==> src/rtl/ffha_pkg.sv <==
`timescale 1ns / 1ps

package ffha_pkg;

  localparam int unsigned HEAP_BYTES   = 512 * 1024;
  localparam int unsigned ALIGN_BYTES  = 8;
  localparam int unsigned HEADER_BYTES = 12;
  localparam int unsigned MAX_SEGS_DEF = 256;

  localparam int unsigned SIZE_W = $clog2(HEAP_BYTES + 1);
  localparam int unsigned OFF_W  = $clog2(HEAP_BYTES);
  localparam int unsigned ADDR_W = 32;
  localparam int unsigned REQ_W  = 20;
  localparam int unsigned STAT_W = 2;

  localparam logic KIND_ALLOC = 1'b0;
  localparam logic KIND_FREE  = 1'b1;

  localparam logic [STAT_W-1:0] ST_OK       = 2'd0;
  localparam logic [STAT_W-1:0] ST_NULL     = 2'd1;
  localparam logic [STAT_W-1:0] ST_OOM      = 2'd2;
  localparam logic [STAT_W-1:0] ST_NOTFOUND = 2'd3;

  typedef struct packed {
    logic              used;
    logic [OFF_W-1:0]  start;
    logic [SIZE_W-1:0] size;
  } seg_t;

  typedef struct packed {
    logic init;
    logic load;
    logic scan;
    logic next;
    logic plan;
    logic shift;
    logic wr0;
    logic wr1;
    logic commit;
  } dp_cmd_t;

  typedef struct packed {
    logic trivial;
    logic hit;
    logic scan_end;
    logic shift_end;
    logic two_wr;
    logic out_free;
  } dp_sts_t;

endpackage

==> src/rtl/ffha_ctrl.sv <==
`timescale 1ns / 1ps

module ffha_ctrl import ffha_pkg::*; (
  input  logic    clk_i,
  input  logic    rst_ni,
  input  logic    in_valid_i,
  output logic    in_stall_o,
  input  dp_sts_t sts_i,
  output dp_cmd_t cmd_o
);

  localparam logic [3:0] S_INIT  = 4'd0;
  localparam logic [3:0] S_IDLE  = 4'd1;
  localparam logic [3:0] S_SCAN  = 4'd2;
  localparam logic [3:0] S_NEXT  = 4'd3;
  localparam logic [3:0] S_PLAN  = 4'd4;
  localparam logic [3:0] S_SHIFT = 4'd5;
  localparam logic [3:0] S_WR0   = 4'd6;
  localparam logic [3:0] S_WR1   = 4'd7;
  localparam logic [3:0] S_DONE  = 4'd8;

  logic [3:0] state_q, state_d;

  assign in_stall_o = (state_q != S_IDLE);

  always_comb begin
    state_d = state_q;
    cmd_o   = '0;
    unique case (state_q)
      S_INIT: begin
        cmd_o.init = 1'b1;
        state_d    = S_IDLE;
      end
      S_IDLE: begin
        if (in_valid_i) begin
          cmd_o.load = 1'b1;
          state_d    = S_SCAN;
        end
      end
      S_SCAN: begin
        cmd_o.scan = 1'b1;
        if (sts_i.trivial) begin
          state_d = S_DONE;
        end else if (sts_i.hit) begin
          state_d = S_NEXT;
        end else if (sts_i.scan_end) begin
          state_d = S_DONE;
        end
      end
      S_NEXT: begin
        cmd_o.next = 1'b1;
        state_d    = S_PLAN;
      end
      S_PLAN: begin
        cmd_o.plan = 1'b1;
        state_d    = S_SHIFT;
      end
      S_SHIFT: begin
        cmd_o.shift = 1'b1;
        if (sts_i.shift_end) begin
          state_d = S_WR0;
        end
      end
      S_WR0: begin
        cmd_o.wr0 = 1'b1;
        state_d   = sts_i.two_wr ? S_WR1 : S_DONE;
      end
      S_WR1: begin
        cmd_o.wr1 = 1'b1;
        state_d   = S_DONE;
      end
      S_DONE: begin
        if (sts_i.out_free) begin
          cmd_o.commit = 1'b1;
          state_d      = S_IDLE;
        end
      end
      default: begin
        state_d = S_INIT;
      end
    endcase
  end

  always_ff @(posedge clk_i or negedge rst_ni) begin
    if (!rst_ni) begin
      state_q <= S_INIT;
    end else begin
      state_q <= state_d;
    end
  end

endmodule

==> config.mk <==
export PLATFORM = sky130hd
export DESIGN_NAME = ffha_ctrl
export DESIGN_NICKNAME = d
export VERILOG_FILES = /design/src/rtl/ffha_pkg.sv /design/src/rtl/ffha_ctrl.sv
export SDC_FILE = /design/constraint.sdc
export NUM_CORES = 1
export LEC_CHECK = 0
export BUFFER_PORTS_ARGS = -buffer_cell sky130_fd_sc_hd__buf_2
export CAP_MARGIN = 5
export CORE_AREA = 2 2 39 41
export DETAILED_ROUTE_END_ITERATION = 8
export DIE_AREA = 0 0 41 43
export GPL_TIMING_DRIVEN = 1
export PLACE_DENSITY = 0.58
export SETUP_SLACK_MARGIN = 0.15
export SLEW_MARGIN = 10
export SYNTH_ARGS = -nofsm -noshare
export SYNTH_HDL_FRONTEND = slang
export SYNTH_SLANG_ARGS = --single-unit
==> constraint.sdc <==
create_clock -name clk_i -period 1.7 [get_ports clk_i]
set_clock_uncertainty 0.05 [all_clocks]
set_input_delay 0.51 -clock clk_i [delete_from_list [all_inputs] [get_ports clk_i]]
set_output_delay 0.51 -clock clk_i [all_outputs]
set_load 0.05 [all_outputs]
==> flow_metrics.env <==
export IMPL_p_leak_nw=0.409
export IMPL_cp_cell_sequence="or4b_4 -> clkinvlp_4 -> buf_8"
export IMPL_synth_seq_area_share_pct=25.6
export IMPL_final_seq_area_um2=103
export IMPL_final_min_clock_period_ns=1.96
export IMPL_synth_top_family_by_area="simple AND/OR/NAND/NOR gates"
export IMPL_power_density_nw_per_um2=2030
export IMPL_synth_area_um2=390
export IMPL_routed_via_density=4.95
export IMPL_wire_per_inst_um=12.0
export IMPL_grt_total_usage_pct=17.5
export IMPL_cts_root_buf="clkbuf_4"
export IMPL_drt_iter0_markers=5
export IMPL_row_count=14
export IMPL_port_buffers=18
export IMPL_path_max_fanout=3
export IMPL_place_inst=94
export IMPL_numCtsBuffers=3
export IMPL_max_cap_violations=0
export IMPL_post_dp_hpwl_um=932
export IMPL_top_regs="state_q (4)"
export IMPL_fin_nets=102
export IMPL_antenna_cells=0
export IMPL_muxShareOfSynthArea_pct=2.88
export IMPL_area_delta_synth_final_pct=145
export IMPL_hold_violations=0
export IMPL_multi_input_area_um2=403
export IMPL_place_ws_ns=-0.112
export IMPL_fin_crit_sh_pct=115
export IMPL_top_register="state_q"
export IMPL_crit_family="simple AND/OR/NAND/NOR gates"
export IMPL_first_pass_iters=4
export IMPL_n_fill_cell=118
export IMPL_whs_ns=0.0240
export IMPL_irDropWorstVdd_uv=925
export IMPL_gp_congestion=0.741
export IMPL_clock_latency_ns=0.23
export IMPL_synthCells=50
export IMPL_antenna_found_initial=0
export IMPL_synth_avg_cell_area_um2=7.81
export IMPL_synthSimpleGateAreaFrac_pct=42.3
export IMPL_min_path_type="input port to async pin"
export IMPL_synth_top_cell_area_share_pct=25.6
export IMPL_cts_hold_buf=0
export IMPL_synth_compound_area_share_pct=23.4
export IMPL_core_um2=1380
export IMPL_die_width_um=41
export IMPL_clk_pin_slew_ns=0.04
export IMPL_drc_errors=0
export IMPL_start_util_pct=28.2
export IMPL_violations="setup timing"
export IMPL_required_ns=1.14
export IMPL_crit_path_end_kind="output pin"
export IMPL_setup_viol=10
export IMPL_synth_cell_types=25
export IMPL_io_pins=19
export IMPL_status="finished, violations left"
export IMPL_grt_pass1_vias=495
export IMPL_slowest_delay_ns=0.51
export IMPL_path_buf_inv=2
export IMPL_die_y_um=43
export IMPL_grt_pass1_wl_mm=2.10
export IMPL_slowest_stage="or4b_4"
export IMPL_startpoint_type="flip-flop"
export IMPL_synth_edff_count=0
export IMPL_clockBufferDepth=2
export IMPL_cts_sinks=4
export IMPL_synth_adder_area_share_pct=0
export IMPL_synth_area_top_cells="dfrtp_1, nand2b_1, nor2b_1, nor3_1, a311oi_1"
export IMPL_cts_tree="yes"
export IMPL_drive_gt1_share_pct=75.8
export IMPL_relSlewSlack_pct=81.5
export IMPL_synth_xor_xnor_area_share_pct=0
export IMPL_ctsHtreeMaxLevel=1
export IMPL_die_area_um2=1760
export IMPL_yosysTopAreaCell="dfrtp_1"
export IMPL_ant_nets=0
export IMPL_synth_most_common_cell="nor3_1"
export IMPL_ys_async_sr_fraction_pct=100
export IMPL_slew_violations=0
export IMPL_critPathArrivalTime_ns=1.40
export IMPL_synth_main_ff_cell="dfrtp_1"
export IMPL_largest_reg_flops=4
export IMPL_grt_max_degree=10
export IMPL_synth_fp_nets=59
export IMPL_vias=530
export IMPL_grt_overflow=0
export IMPL_drt_wl_total_mm=1.28
export IMPL_crit_type="flip-flop to output pin"
export IMPL_synth_warnings=0
export IMPL_fin_cells=107
export IMPL_synth_seq_cells=4
export IMPL_fin_ws_ns=-0.263
export IMPL_rsz0062_at_grt="yes"
export IMPL_tightest_slew_ns=0.275
export IMPL_fmax_ghz=0.509
==> path summary, 6_finish.rpt <==
path / to / slack (ns) / depth (start not counted) / from
max: cmd_o[6] / -0.26 / 3 / state_q[2]
min: state_q[3] / 0.02 / 1 / rst_ni
max reg2reg: state_q[3] / 0.01 / 5 / state_q[2]
min reg2reg: state_q[3] / 0.60 / 3 / state_q[2]
max in group asynchronous: state_q[1] / 1.45 / 1 / rst_ni
min in group clk_i: state_q[3] / 0.47 / 2 / sts_i[0]
==> through the flow <==
step           total power (W)  util, %  instance area [µm²]  setup TNS, ns
2_1_floorplan          0.00103        -                  509         -0.117
3_3_place_gp           0.00136     50.3                  696         -0.405
3_5_place_dp           0.00137     50.3                  696         -0.460
4_1_cts                0.00181     64.4                  891          -1.74
5_1_grt                0.00206     69.2                  957          -2.31
6_report               0.00194     69.2                  957          -1.75
==> what timing repair did <==
item,4_1_cts,5_1_grt
pin swaps,2,1
setup endpoints to repair,11,12
gates cloned,0,0
setup buffers,8,2
resized for setup,32,12
==> metal layers <==
| layer | vias up | global-route usage (%) | wire length (µm) |
|---|---|---|---|
| li1 | 269 | - | - |
| met1 | 249 | 22.8 | 587 |
| met2 | 12 | 28.7 | 657 |
| met3 | 0 | 1.57 | 39 |
| met4 | 0 | 6.00 | 0 |
| met5 | - | 0 | 0 |
==> power by group <==
part / leakage, nW / internal [W] / switching (W)
registers: 0.0482 / 0.000139 / 0.0000483
logic: 0.347 / 0.000823 / 0.000812
clock network: 0.0138 / 0.0000789 / 0.0000375
==> worst register-to-register path: stages, from the launching register on <==
cell	delay [ns]
dfrtp_2	0.43
or4b_4	0.51
buf_4	0.15
buf_6	0.11
o41ai_4	0.19
o22ai_1	0.11
==> area by class of cell <==
| type | count | share of cell area (%) |
|---|---|---|
| Inverter | 1 | 0.784 |
| Tap cell | 16 | 2.09 |
| Clock buffer | 3 | 2.35 |
| Sequential cell | 4 | 10.7 |
| Multi-Input combinational cell | 41 | 42.1 |
| Timing Repair Buffer | 42 | 42.0 |
==> cells by family (layout without fill, tap and decap cells) <==
group / Yosys count / after routing
flip-flops: 4 / 4
AO/OA/AOI/OAI: 11 / 11
multiplexers: 1 / 1
buffers and inverters: 5 / 46
AND/OR/NAND/NOR: 29 / 29
==> cells in the final DEF, fill, tap and decap left out, drive strengths merged <==
cell and instances:
buf 42, nor3 5, nand2b 4, nand2 4, nor2 4, nor2b 4, dfrtp 4, clkbuf 3
and3 2, a21oi 2, a311oi 2, nor3b 2, nor4 1, or4b 1, clkinvlp 1, mux2 1
nand3 1, o31ai 1, o21a 1, a21bo 1, nand3b 1, a31o 1, a22oi 1, o41ai 1
o22ai 1
Power figures use the tool's default switching activity.
